--- src/ttss_pkg.sv ---
// Shared types, constants and profile tables for the take-off setpoint sequencer.
`default_nettype none

package ttss_pkg;

  localparam int unsigned CoordW = 16;  // Q8.8 position width
  localparam int unsigned SW     = 17;  // profile value, Q1.16 unsigned
  localparam int unsigned ProdW  = 35;  // s times (end - start), signed

  // Configuration register indexes
  typedef enum logic [2:0] {
    CFG_START_X = 3'd0,
    CFG_START_Y = 3'd1,
    CFG_START_Z = 3'd2,
    CFG_END_X   = 3'd3,
    CFG_END_Y   = 3'd4,
    CFG_END_Z   = 3'd5
  } cfg_idx_e;

  // Input operation codes
  typedef enum logic {
    OP_START = 1'b0,
    OP_TICK  = 1'b1
  } op_e;

  localparam logic [3:0]    SETUP_ARM   = 4'd10;  // count that raises the arm request
  localparam logic [3:0]    SETUP_DONE  = 4'd11;  // count at which profile time runs
  localparam logic [6:0]    T_END       = 7'd100; // end of profile in tenths
  localparam logic [6:0]    T_BLEND     = 7'd20;  // end of acceleration blend
  localparam logic [6:0]    T_DECEL     = 7'd80;  // start of deceleration blend
  localparam logic [6:0]    T_OFFSET    = 7'd10;  // linear segment time offset
  localparam logic [16:0]   S_ONE       = 17'h10000;
  localparam logic [15:0]   END_Z_RESET = 16'hFE00; // minus two metres

  // Stage load enables handed to the axis datapath
  typedef struct packed {
    logic prod_en;
    logic out_en;
  } ttss_adv_t;

  // floor(r*r*512/25) for r = 0..20
  function automatic logic [13:0] quad_floor(input logic [4:0] r);
    logic [13:0] v;
    case (r)
      5'd0:    v = 14'd0;
      5'd1:    v = 14'd20;
      5'd2:    v = 14'd81;
      5'd3:    v = 14'd184;
      5'd4:    v = 14'd327;
      5'd5:    v = 14'd512;
      5'd6:    v = 14'd737;
      5'd7:    v = 14'd1003;
      5'd8:    v = 14'd1310;
      5'd9:    v = 14'd1658;
      5'd10:   v = 14'd2048;
      5'd11:   v = 14'd2478;
      5'd12:   v = 14'd2949;
      5'd13:   v = 14'd3461;
      5'd14:   v = 14'd4014;
      5'd15:   v = 14'd4608;
      5'd16:   v = 14'd5242;
      5'd17:   v = 14'd5918;
      5'd18:   v = 14'd6635;
      5'd19:   v = 14'd7393;
      5'd20:   v = 14'd8192;
      default: v = 14'd0;
    endcase
    return v;
  endfunction

  // ceil(r*r*512/25): exact only where r is a multiple of five
  function automatic logic [13:0] quad_ceil(input logic [4:0] r);
    logic exact;
    exact = r inside {5'd0, 5'd5, 5'd10, 5'd15, 5'd20};
    return quad_floor(r) + {13'd0, ~exact};
  endfunction

endpackage

`default_nettype wire

--- src/ttss_profile.sv ---
// Trapezoidal path parameter s(n), Q1.16, from profile time in tenths.
`default_nettype none

module ttss_profile
  import ttss_pkg::*;
(
  input  logic [6:0]    n_i,
  output logic [SW-1:0] s_o
);

  logic [6:0]  k;
  logic [16:0] kmul;
  logic [14:0] krec;
  logic [16:0] lin;
  logic [6:0]  rw;

  always_comb begin
    // linear segment: floor(k*4096/5) = k*819 + floor(k/5), k = n - 10
    k    = n_i - T_OFFSET;
    kmul = {10'd0, k} * 17'd819;
    krec = {8'd0, k} * 15'd205;  // floor(k/5) = (k*205) >> 10 for k <= 70
    lin  = kmul + {12'd0, krec[14:10]};
    rw   = T_END - n_i;
    if (n_i <= T_BLEND) begin
      s_o = {3'd0, quad_floor(n_i[4:0])};
    end else if (n_i <= T_DECEL) begin
      s_o = lin;
    end else begin
      s_o = S_ONE - {3'd0, quad_ceil(rw[4:0])};
    end
  end

endmodule

`default_nettype wire

--- src/ttss_axis.sv ---
// One axis: start + floor(s*(end-start)/65536), saturated to Q8.8.
`default_nettype none

module ttss_axis
  import ttss_pkg::*;
(
  input  logic              clk_i,
  input  logic              rst_ni,
  input  ttss_adv_t         adv_i,
  input  logic [SW-1:0]     s_i,
  input  logic [CoordW-1:0] start_i,
  input  logic [CoordW-1:0] end_i,
  output logic [CoordW-1:0] sp_o
);

  logic signed [CoordW:0]   delta;
  logic signed [ProdW-1:0]  prod_d, prod_q;
  logic signed [18:0]       quot;
  logic signed [19:0]       sum;
  logic [CoordW-1:0]        sp_d, sp_q;

  always_comb begin
    delta  = $signed({end_i[CoordW-1], end_i}) - $signed({start_i[CoordW-1], start_i});
    prod_d = $signed({1'b0, s_i}) * delta;
  end

  // arithmetic shift gives the floor for negative products too
  always_comb begin
    quot = prod_q[ProdW-1:16];
    sum  = {quot[18], quot} + {{4{start_i[CoordW-1]}}, start_i};
    if (sum > 20'sd32767) begin
      sp_d = 16'h7FFF;
    end else if (sum < -20'sd32768) begin
      sp_d = 16'h8000;
    end else begin
      sp_d = sum[CoordW-1:0];
    end
  end

  // product stage and output stage
  always_ff @(posedge clk_i or negedge rst_ni) begin
    if (!rst_ni) begin
      prod_q <= '0;
      sp_q   <= '0;
    end else begin
      if (adv_i.prod_en) begin
        prod_q <= prod_d;
      end
      if (adv_i.out_en) begin
        sp_q <= sp_d;
      end
    end
  end

  assign sp_o = sp_q;

endmodule

`default_nettype wire

--- src/trapezoidal_takeoff_setpoint_sequencer.sv ---
// Top level of the take-off setpoint sequencer with trapezoidal profile.
//
// Input stream (s_axis_*): tuser carries the op (start request or 100 ms
// tick), tdata the start flag and the peer-running flag. A start transfer
// with start_value set arms the block once; later starts are dropped.
// Every tick while armed yields one result transfer on m_axis_*: a 3-axis
// Q8.8 setpoint, the arm request, the success status, and tlast = stopped.
// Ticks before arming or after the final stop produce nothing.
//
// Sequencer state is updated in the cycle the input transfer is taken, so
// an input is accepted every cycle while s_axis_tready is high. The
// setpoint goes through three registers: profile lookup, one 17x17
// multiply per axis, then floor, add and saturate. Throughput is one item
// per cycle; when the receiver stalls the three stages fill up and
// s_axis_tready drops only once all of them hold data.
//
// Reset (rst_ni, async, active low) clears the sequencer and empties the
// pipeline; the position registers return to 0 except end_z = -2 m.
// Config writes (cfg_we_i) are registered and must happen while idle.
`default_nettype none

module trapezoidal_takeoff_setpoint_sequencer
  import ttss_pkg::*;
(
  input  logic        clk_i,
  input  logic        rst_ni,
  // configuration write port
  input  logic        cfg_we_i,
  input  logic [2:0]  cfg_idx_i,
  input  logic [15:0] cfg_wdata_i,
  // input stream
  input  logic        s_axis_tvalid,
  output logic        s_axis_tready,
  input  logic [7:0]  s_axis_tdata,   // [0] start_value, [1] peer_running
  input  logic        s_axis_tuser,   // [0] op
  // result stream
  output logic        m_axis_tvalid,
  input  logic        m_axis_tready,
  output logic [55:0] m_axis_tdata,   // [15:0] x, [31:16] y, [47:32] z,
                                      // [48] arm_request, [49] status
  output logic        m_axis_tlast    // stopped
);

  // configuration registers
  logic [CoordW-1:0] start_x_q, start_y_q, start_z_q;
  logic [CoordW-1:0] end_x_q, end_y_q, end_z_q;

  always_ff @(posedge clk_i or negedge rst_ni) begin
    if (!rst_ni) begin
      start_x_q <= '0;
      start_y_q <= '0;
      start_z_q <= '0;
      end_x_q   <= '0;
      end_y_q   <= '0;
      end_z_q   <= END_Z_RESET;
    end else if (cfg_we_i) begin
      case (cfg_idx_i)
        CFG_START_X: start_x_q <= cfg_wdata_i;
        CFG_START_Y: start_y_q <= cfg_wdata_i;
        CFG_START_Z: start_z_q <= cfg_wdata_i;
        CFG_END_X:   end_x_q   <= cfg_wdata_i;
        CFG_END_Y:   end_y_q   <= cfg_wdata_i;
        CFG_END_Z:   end_z_q   <= cfg_wdata_i;
        default: ;  // unmapped index, write dropped
      endcase
    end
  end

  // sequencer state
  logic       started_q, started_d;
  logic       ticking_q, ticking_d;
  logic [3:0] setup_q, setup_d;
  logic [6:0] elapsed_q, elapsed_d;

  // pipeline handshake
  logic s1_v_q, s2_v_q, out_v_q;
  logic s1_rdy, s2_rdy, out_rdy;
  logic in_xfer;

  assign out_rdy       = !out_v_q || m_axis_tready;
  assign s2_rdy        = !s2_v_q || out_rdy;
  assign s1_rdy        = !s1_v_q || s2_rdy;
  assign s_axis_tready = s1_rdy;
  assign in_xfer       = s_axis_tvalid && s_axis_tready;

  // per-tick decisions
  logic       emit, arm, status, stop;
  logic       run_time;
  logic [6:0] el_inc;

  always_comb begin
    started_d = started_q;
    ticking_d = ticking_q;
    setup_d   = setup_q;
    elapsed_d = elapsed_q;
    emit      = 1'b0;
    arm       = 1'b0;
    status    = 1'b0;
    stop      = 1'b0;
    run_time  = (setup_q == SETUP_DONE);
    el_inc    = (run_time && elapsed_q < T_END) ? elapsed_q + 7'd1 : elapsed_q;
    if (in_xfer) begin
      case (op_e'(s_axis_tuser))
        OP_START: begin
          if (s_axis_tdata[0] && !started_q) begin
            started_d = 1'b1;
            ticking_d = 1'b1;
            setup_d   = '0;
            elapsed_d = '0;
          end
        end
        OP_TICK: begin
          if (ticking_q) begin
            emit      = 1'b1;
            arm       = (setup_q == SETUP_ARM);
            elapsed_d = el_inc;
            if (run_time && el_inc == T_END) begin
              status = 1'b1;
              if (s_axis_tdata[1]) begin
                ticking_d = 1'b0;
                stop      = 1'b1;
              end
            end else if (setup_q < SETUP_DONE) begin
              setup_d = setup_q + 4'd1;
            end
          end
        end
        default: ;
      endcase
    end
  end

  always_ff @(posedge clk_i or negedge rst_ni) begin
    if (!rst_ni) begin
      started_q <= 1'b0;
      ticking_q <= 1'b0;
      setup_q   <= '0;
      elapsed_q <= '0;
    end else begin
      started_q <= started_d;
      ticking_q <= ticking_d;
      setup_q   <= setup_d;
      elapsed_q <= elapsed_d;
    end
  end

  // stage 1: profile value from time before this tick's advance
  logic [SW-1:0] s_d, s1_s_q;
  logic [2:0]    s1_flags_q, s2_flags_q, out_flags_q;  // {stop, status, arm}

  ttss_profile u_profile (
    .n_i (elapsed_q),
    .s_o (s_d)
  );

  always_ff @(posedge clk_i or negedge rst_ni) begin
    if (!rst_ni) begin
      s1_v_q  <= 1'b0;
      s2_v_q  <= 1'b0;
      out_v_q <= 1'b0;
    end else begin
      if (s1_rdy) begin
        s1_v_q <= in_xfer && emit;
      end
      if (s2_rdy) begin
        s2_v_q <= s1_v_q;
      end
      if (out_rdy) begin
        out_v_q <= s2_v_q;
      end
    end
  end

  always_ff @(posedge clk_i) begin
    if (s1_rdy) begin
      s1_s_q     <= s_d;
      s1_flags_q <= {stop, status, arm};
    end
    if (s2_rdy) begin
      s2_flags_q <= s1_flags_q;
    end
    if (out_rdy) begin
      out_flags_q <= s2_flags_q;
    end
  end

  // stages 2 and 3 per axis
  ttss_adv_t         adv;
  logic [CoordW-1:0] sp_x, sp_y, sp_z;

  assign adv.prod_en = s2_rdy;
  assign adv.out_en  = out_rdy;

  ttss_axis u_axis_x (
    .clk_i   (clk_i),
    .rst_ni  (rst_ni),
    .adv_i   (adv),
    .s_i     (s1_s_q),
    .start_i (start_x_q),
    .end_i   (end_x_q),
    .sp_o    (sp_x)
  );

  ttss_axis u_axis_y (
    .clk_i   (clk_i),
    .rst_ni  (rst_ni),
    .adv_i   (adv),
    .s_i     (s1_s_q),
    .start_i (start_y_q),
    .end_i   (end_y_q),
    .sp_o    (sp_y)
  );

  ttss_axis u_axis_z (
    .clk_i   (clk_i),
    .rst_ni  (rst_ni),
    .adv_i   (adv),
    .s_i     (s1_s_q),
    .start_i (start_z_q),
    .end_i   (end_z_q),
    .sp_o    (sp_z)
  );

  assign m_axis_tvalid = out_v_q;
  assign m_axis_tdata  = {6'd0, out_flags_q[1], out_flags_q[0], sp_z, sp_y, sp_x};
  assign m_axis_tlast  = out_flags_q[2];

  // checks
  a_stop_implies_success : assert property (@(posedge clk_i) disable iff (!rst_ni)
    m_axis_tvalid && m_axis_tlast |-> m_axis_tdata[49])
    else $error("stop transfer without success status");

  a_arm_not_with_success : assert property (@(posedge clk_i) disable iff (!rst_ni)
    m_axis_tvalid |-> !(m_axis_tdata[48] && m_axis_tdata[49]))
    else $error("arm request and success in one transfer");

  a_ticking_needs_start : assert property (@(posedge clk_i) disable iff (!rst_ni)
    ticking_q |-> started_q)
    else $error("ticking while never started");

  a_counters_in_range : assert property (@(posedge clk_i) disable iff (!rst_ni)
    setup_q <= SETUP_DONE && elapsed_q <= T_END)
    else $error("sequencer counter out of range");

  a_time_runs_after_setup : assert property (@(posedge clk_i) disable iff (!rst_ni)
    elapsed_q != 7'd0 |-> setup_q == SETUP_DONE)
    else $error("profile time advanced during setup");

endmodule

`default_nettype wire
--- config.mk ---
export PLATFORM = sky130hd
export DESIGN_NAME = trapezoidal_takeoff_setpoint_sequencer
export DESIGN_NICKNAME = d
export VERILOG_FILES = /design/src/ttss_pkg.sv /design/src/ttss_profile.sv /design/src/ttss_axis.sv /design/src/trapezoidal_takeoff_setpoint_sequencer.sv
export SDC_FILE = /design/constraint.sdc
export NUM_CORES = 2
export LEC_CHECK = 0
export ABC_CLOCK_PERIOD_IN_PS = 7900
export BUFFER_PORTS_ARGS = -buffer_cell sky130_fd_sc_hd__buf_2
export CORE_MARGIN = 10
export CORE_UTILIZATION = 45
export DETAILED_ROUTE_END_ITERATION = 16
export PLACE_DENSITY_LB_ADDON = 0.12
export SETUP_SLACK_MARGIN = 0.4
export SYNTH_ARGS = -nofsm -noshare
export SYNTH_HDL_FRONTEND = slang
export SYNTH_SLANG_ARGS = --single-unit
--- constraint.sdc ---
create_clock -name clk_i -period 7.9 [get_ports clk_i]
set_input_delay 0 -clock clk_i [delete_from_list [all_inputs] [get_ports clk_i]]
set_output_delay 0 -clock clk_i [all_outputs]
set_load 0.05 [all_outputs]
### Yosys cells after proc, flatten, opt, wreduce, memory -nomap -nowiden

Memories as Yosys holds them, arrays and structs flattened.
Cells that the tools add are included.

* register bits: 291
* bits in latches: 0
* memory bits (writable): 0
* ROM bits: 896
* memories kept: 2

Memory list
* (name not given): depth 32, bits a word 14, rd ports 1, clocked after memory_dff 0, write ports 0, RTL line ttss_pkg.sv:44 `case (r)`
* (name not given): depth 32, bits a word 14, rd ports 1, clocked after memory_dff 0, write ports 0, RTL line ttss_pkg.sv:44

* $add $sub $neg: 13
* multipliers: 5
* divide/modulo/power cells: 0
* order comparisons: 10
* equal/unequal tests: 16
* shifts and indexed selects: 0
* muxes and demuxes: 29
* bitwise logic cells: 2
* reduce and logical (&&, ||, !) cells: 27

Operators by type and width (count)
* multiplier 18 x 17 -> 35 bit: 3
* 2-to-1 mux 16 bit: 6
* adder 19 x 16 -> 20 bit: 3
* > comparator 20 x 16 -> 1 bit (second input constant): 3
* less-than comparator 20 x 16 -> 1 bit (second input constant): 3
* subtractor 16 x 16 -> 17 bit: 3
* 2-to-1 mux 14 bit: 3
* 2-to-1 mux 7 bit: 3
* adder 17 x 5 -> 17 bit: 1
* multiplier 7 x 10 -> 17 bit (second input constant): 1
* 2-to-1 mux 17 bit: 1
* subtractor 17 x 14 -> 17 bit (first input constant): 1
* 2-to-1 mux 4 bit: 4
* multiplier 7 x 8 -> 15 bit (second input constant): 1
* adder 14 x 1 -> 14 bit: 1
* one-hot mux 7 bit (2 select lines): 1
* AND reduction 2 bit: 7
* equality test 5 x 4 -> 1 bit (second input constant): 2
* 2-to-1 mux 1 bit: 9
* AND reduction 3 bit: 3
* equality test 4 bit (second input constant): 2
* one-hot mux 4 bit (2 select lines): 1
* adder 7 x 1 -> 7 bit (second input constant): 1
* equality test 7 bit (second input constant): 1
* other kinds (24): 38

### Depth between registers and ports, before layout

* depth in word-level cells: 8
* mapped depth: 41
* mapped depth without buffers: 40

### Cells and area by module

Synthesis repeated with hierarchy kept, for this count alone.

* cell total of the unflattened synthesis: 5362
* area, all modules: 48149.9 µm²

By module, submodules not included
* ttss_axis at u_axis_y: times used 1, cells each 1593, area each 13461.7 µm²
* ttss_axis at u_axis_x: times used 1, cells each 1462, area each 12688.4 µm²
* ttss_axis at u_axis_z: times used 1, cells each 1420, area each 12599.6 µm²
* trapezoidal_takeoff_setpoint_sequencer: times used 1, cells each 357, area each 5536.6 µm²
* ttss_profile: times used 1, cells each 530, area each 3863.7 µm²

### Worst setup path before layout

OpenSTA, ideal clock, no wires.

* path type: register to register
* from: register elapsed_q[1]
* to: register s1_s_q[16], data pin
* setup time: 0.284 ns
* arrival: 8.319 ns
* setup slack: -0.703 ns
* stages on the path, launching flop included: 42
* clock period less this slack: 8.603 ns
* path through: dfrtp_1 -> clkbuf_1 -> inv_1 -> ha_1 -> inv_1 -> a21oi_1 -> xor2_1 -> ha_1 -> inv_1 -> fa_1 -> inv_1 -> ha_1 -> inv_1 -> fa_1 -> inv_1 -> ha_1 -> o21ai_0 -> a21boi_0 -> (+6 left out) -> xnor2_1 -> fa_1 -> ha_1 -> inv_1 -> fa_1 -> inv_1 -> ha_1 -> nor2b_1 -> o21ai_0 -> a21boi_0 -> o21ai_0 -> nand2b_1 -> a21o_1 -> a41o_1 -> o41ai_1 -> o21ai_0 -> xnor2_1 -> o31ai_1

* word-level cells in the longest chain between the ends: 7
* elaborated cells on any way between the ends: 20
* classes of those cells: add/sub (5); mul (2); order compare (2); eq/ne (4); mux (3); bitwise (1); reduce/logical (2); memory (1)

Ends and longest elaborated chain
* start, declared: RTL line trapezoidal_takeoff_setpoint_sequencer.sv:73 `logic [6:0] elapsed_q, elapsed_d;`
* start signal, assigned: RTL line trapezoidal_takeoff_setpoint_sequencer.sv:143 `elapsed_q <= elapsed_d;`
* subtractor 3 x 5 -> 5 bit: RTL line ttss_profile.sv:23 `rw = T_END - n_i;`
* memory read (32 x 14 bit) (tied with other cells)
* 2-to-1 mux 14 bit / nonzero test 5 bit (equally long branches): RTL line ttss_profile.sv:26, ttss_pkg.sv:74
* 2-to-1 mux 14 bit / inverter 1 bit (equally long branches): RTL line ttss_profile.sv:24, ttss_pkg.sv:75
* adder 14 x 1 -> 14 bit: RTL line ttss_pkg.sv:75 `return quad_floor(r) + {13'd0, ~exact};`
* subtractor 17 x 14 -> 17 bit: RTL line ttss_profile.sv:29 `s_o = S_ONE - {3'd0, quad_ceil(rw[4:0])};`
* 2-to-1 mux 17 bit: RTL line ttss_profile.sv:26 `end else if (n_i <= T_DECEL) begin`
* end signal, assigned: RTL line trapezoidal_takeoff_setpoint_sequencer.sv:176 `s1_s_q <= s_d;`
* end, declared: RTL line trapezoidal_takeoff_setpoint_sequencer.sv:148 `logic [SW-1:0] s_d, s1_s_q;`

Parallel ways exist; a longest one is shown, timed or not. The select of a mux whose other input is x is not followed.
A chain may end at the register's enable or synchronous reset.

### Final worst setup path

* from: register start_y_q[0]
* to: register u_axis_y.prod_q[19]

* word-level cells in the longest chain between the ends: 2

Ends and longest elaborated chain
* start, declared: RTL line trapezoidal_takeoff_setpoint_sequencer.sv:45 `logic [CoordW-1:0] start_x_q, start_y_q, start_z_q;`
* start signal, assigned: RTL line trapezoidal_takeoff_setpoint_sequencer.sv:59 `CFG_START_Y: start_y_q <= cfg_wdata_i;`
* subtractor 16 x 16 -> 17 bit: RTL line ttss_axis.sv:23 `delta = $signed({end_i[CoordW-1], end_i}) - $signed({start_i[CoordW-1], start_i});`
* multiplier 18 x 17 -> 35 bit: RTL line ttss_axis.sv:24 `prod_d = $signed({1'b0, s_i}) * delta;`
* end signal, assigned: RTL line ttss_axis.sv:47 `prod_q <= prod_d;`
* end, declared: RTL line ttss_axis.sv:17 `logic signed [ProdW-1:0] prod_d, prod_q;`

Every way passes these cells.

==> flow_summary.yaml <==
placement:
  globalplace.congestion: 0.847
  hpwl_um: 103000
  placed_cell_area_um2: 51600
  dp.cells: 6988
  portBuffers: 79
worst_setup_path:
  cp_max_fo: 3
  start_kind: "flop"
  crit_path_top_delay_cell: "fa_1"
  crit_required_ps: 8360
  critPathCaptureType: "flop"
  critPathMaxStageDelay_ps: 540
  worstPathArrival_ps: 8680
  path_class: "reg -> reg"
clocking:
  cts.path.max_buffers: 3
  clkSinkCount: 243
  cts_buffers: 30
  cts-root-buf: "clkbuf_16"
  ctsHtreeMaxLevel: 1
  cts_tree: "built"
  clk_pin_slew_ps: 60
  clk_latency_ps: 610
route:
  wl_um: 130000
  drcViolationCount: 0
  first_iter_violations: 2103
  dr.pass1.iters: 6
  vias_per_cell: 5.20
  ant_nets: 0
  wl_per_cell_um: 18.1
  via_count: 37400
floorplan:
  die_y_um: 343
  io_pins: 92
  core_um2: 104000
  initial_core_util_pct: 45.4
  die_w_um: 343
  row_count: 118
  dieArea_um2: 118000
global_routing:
  antenna_found_initial: 2
  grt_overflow: 0
  first_global_vias: 39100
  grt_first_pass_wirelength_um: 211000
  grt_max_degree: 117
  grt_usage_pct: 22.2
power_and_ir_drop:
  total_power_mw: 13.3
  power_frac_seq_pct: 15.0
  internal-power_mw: 6.61
  combPwrFrac_pct: 74.2
  vdd_ir_drop_max_v: 0.000258
  p_leak_nw: 27.7
  p_switching_mw: 6.65
  switching_share_pct: 50.1
  clock_power_share_pct: 10.8
  p_per_area_nw_per_um2: 240
synth:
  synthFlopType: "dfrtp_1"
  syn_area_um2: 47100
  synthArstFlopShare_pct: 89.3
  synth_area_per_cell_um2: 8.67
  post-synth-top-area-cell: "fa_1"
  ys_seq_area_share_pct: 13.2
  synthTopCellsByArea: "fa_1 (29%), ha_1 (15%), dfrtp_1 (11%), inv_1 (8.3%), nand2_1 (5.6%)"
  yosysTopAreaCellShare_pct: 29.4
  syn_inst: 5425
  ys_warn_count: 0
  synth.distinct_cells: 104
  ys_seq_elements: 243
  synth_edf_count: 26
sta:
  hold_ws_ps: 34.2
  fmax_mhz: 122
  slew_violations: 0
  setup_violations: 26
  fin_crit_ps: 8220
  slew_headroom_pct: 26.6
  rsz0062_at_grt: "true"
  fin_ws_ps: -318
  finalSetupTns_ps: -3560
  period_share_pct: 104
  tightest_slew_ps: 1100
  hold_viol: 0
  finClkSkew_ps: 38.4
finish:
  drive_gt1_share_pct: 18.0
  area_delta_synth_final_pct: 17.6
  final_cell_mix: "inv_1 (1015), nand2_1 (688), fa_1 (684)"
  fin_area_um2: 55400
  fin_cells: 7191
  fin_nets: 7068
  mostFrequentLayoutCell: "inv_1"
min_path:
  hold_path_class: "in -> reg"
outcome:
  violations: "setup timing"
  run_status: "finished with violations"
flow_run:
  drv_cap: 0
## final cells by class
class | instances | area [um^2]
clock inverter | 16 | 135
fill | 9781 | 48300
clock buffer | 40 | 871
antenna | 2 | 5.00
sequential | 243 | 6220
tap | 1380 | 1730
multi-input combinational | 3876 | 37700
timing repair buffer | 583 | 4750
inverter | 1051 | 3970
## synth_stat cells (17+ instances only)
cell type,n
o21ai_0,201
nand4_1,24
mux2_2,50
and3_1,17
dfrtp_1,210
xor2_1,58
fa_1,691
nor2_1,232
a21oi_1,176
a21boi_0,24
a21o_1,52
nand3_1,99
clkbuf_1,242
nand2_1,700
or2_2,30
a31oi_1,33
nor2b_1,146
nor3_1,41
o211ai_1,32
o21a_1,28
ha_1,559
edfxtp_1,26
inv_1,1045
nand2b_1,30
xnor2_1,106
and2_1,235
## flip-flops by register name (all words and copies together) (netlist names), 3 cells and up
register         flops
elapsed_q            7
u_axis_z.sp_o       16
u_axis_x.sp_o       16
s2_flags_q           3
start_z_q           16
setup_q              4
u_axis_y.prod_q     19
u_axis_x.prod_q     19
start_y_q           16
u_axis_z.prod_q     19
end_z_q             16
start_x_q           16
u_axis_y.sp_o       16
s1_flags_q           3
end_x_q             16
s1_s_q              17
end_y_q             16
out_flags_q          3
## routing by layer
metal,part of all wire [%],GRT usage [%],vias up,routed length (um)
met3,4.1,2.30,158,5350
li1,-,-,17900,-
met1,43,28.9,18700,56100
met5,0,0,-,0
met4,2.6,5.13,0,3440
met2,50,39.5,691,65200
## kinds of logic (layout without fill, tap and decap cells)
family	after synthesis	after routing	share of synthesized area, %
AOI/OAI and AO/OA	755	755	10.6
and+or+nand+nor	1642	1642	16.8
other	1	8	0.00797
buffers and inverters	1311	1690	10.6
adders and majority gates	1250	1250	44.3
muxes	59	59	1.44
xor gates and xnor gates	164	164	3.05
DFF	243	243	13.2
## per-stage QoR
step / setup WS, ps / util [%]
4_1_cts: -372 / 52.4
3_3_place_gp: -489 / 49.8
6_report: -318 / 53.4
3_5_place_dp: -591 / 49.8
5_1_grt: -646 / 53.4
2_1_floorplan: 108 / -
## path summary, 6_finish.rpt
kind / startpoint / to / slack, ps / depth (start not counted)
setup / recovery: start_y_q[0] / u_axis_y.prod_q[19] / -320 / 40
hold / removal: cfg_idx_i[1] / end_y_q[0] / 30 / 4
setup reg to reg: start_y_q[0] / u_axis_y.prod_q[19] / -320 / 40
hold reg to reg: s1_flags_q[1] / s2_flags_q[1] / 420 / 0
max in group asynchronous: rst_ni / elapsed_q[1] / 6600 / 3
min in group asynchronous: rst_ni / u_axis_x.sp_o[4] / 100 / 2
## power by group through the flow
| stage | combinational (mW) | clock [mW] | sequential (mW) |
|---|---|---|---|
| final | 9.85 | 1.43 | 1.99 |
| after global placement | 8.94 | 0 | 2.01 |
| after floorplan | 5.46 | 0 | 2.33 |
| after global routing | 10.9 | 1.51 | 2.04 |
| after detailed placement | 9.00 | 0 | 2.02 |
| after CTS | 9.60 | 1.47 | 2.00 |
## what timing repair did
action	4_1_cts	5_1_grt
pin swaps	195	127
hold buffers	24	0
setup buffers	73	48
resized for setup	208	154
endpoints found under the hold margin	226	0
cloned	0	0
setup endpoints to repair	62	67
## worst max-delay path, delay by kind of cell (launching register included)
kind / cells / cell delay [ps]
fa+ha+maj: 9 / 3660
compound gates: 12 / 1890
buf+inv: 14 / 1340
simple gates: 4 / 540
flops: 1 / 390
xor+xnor: 1 / 210
(Power assumes the default switching activity.)
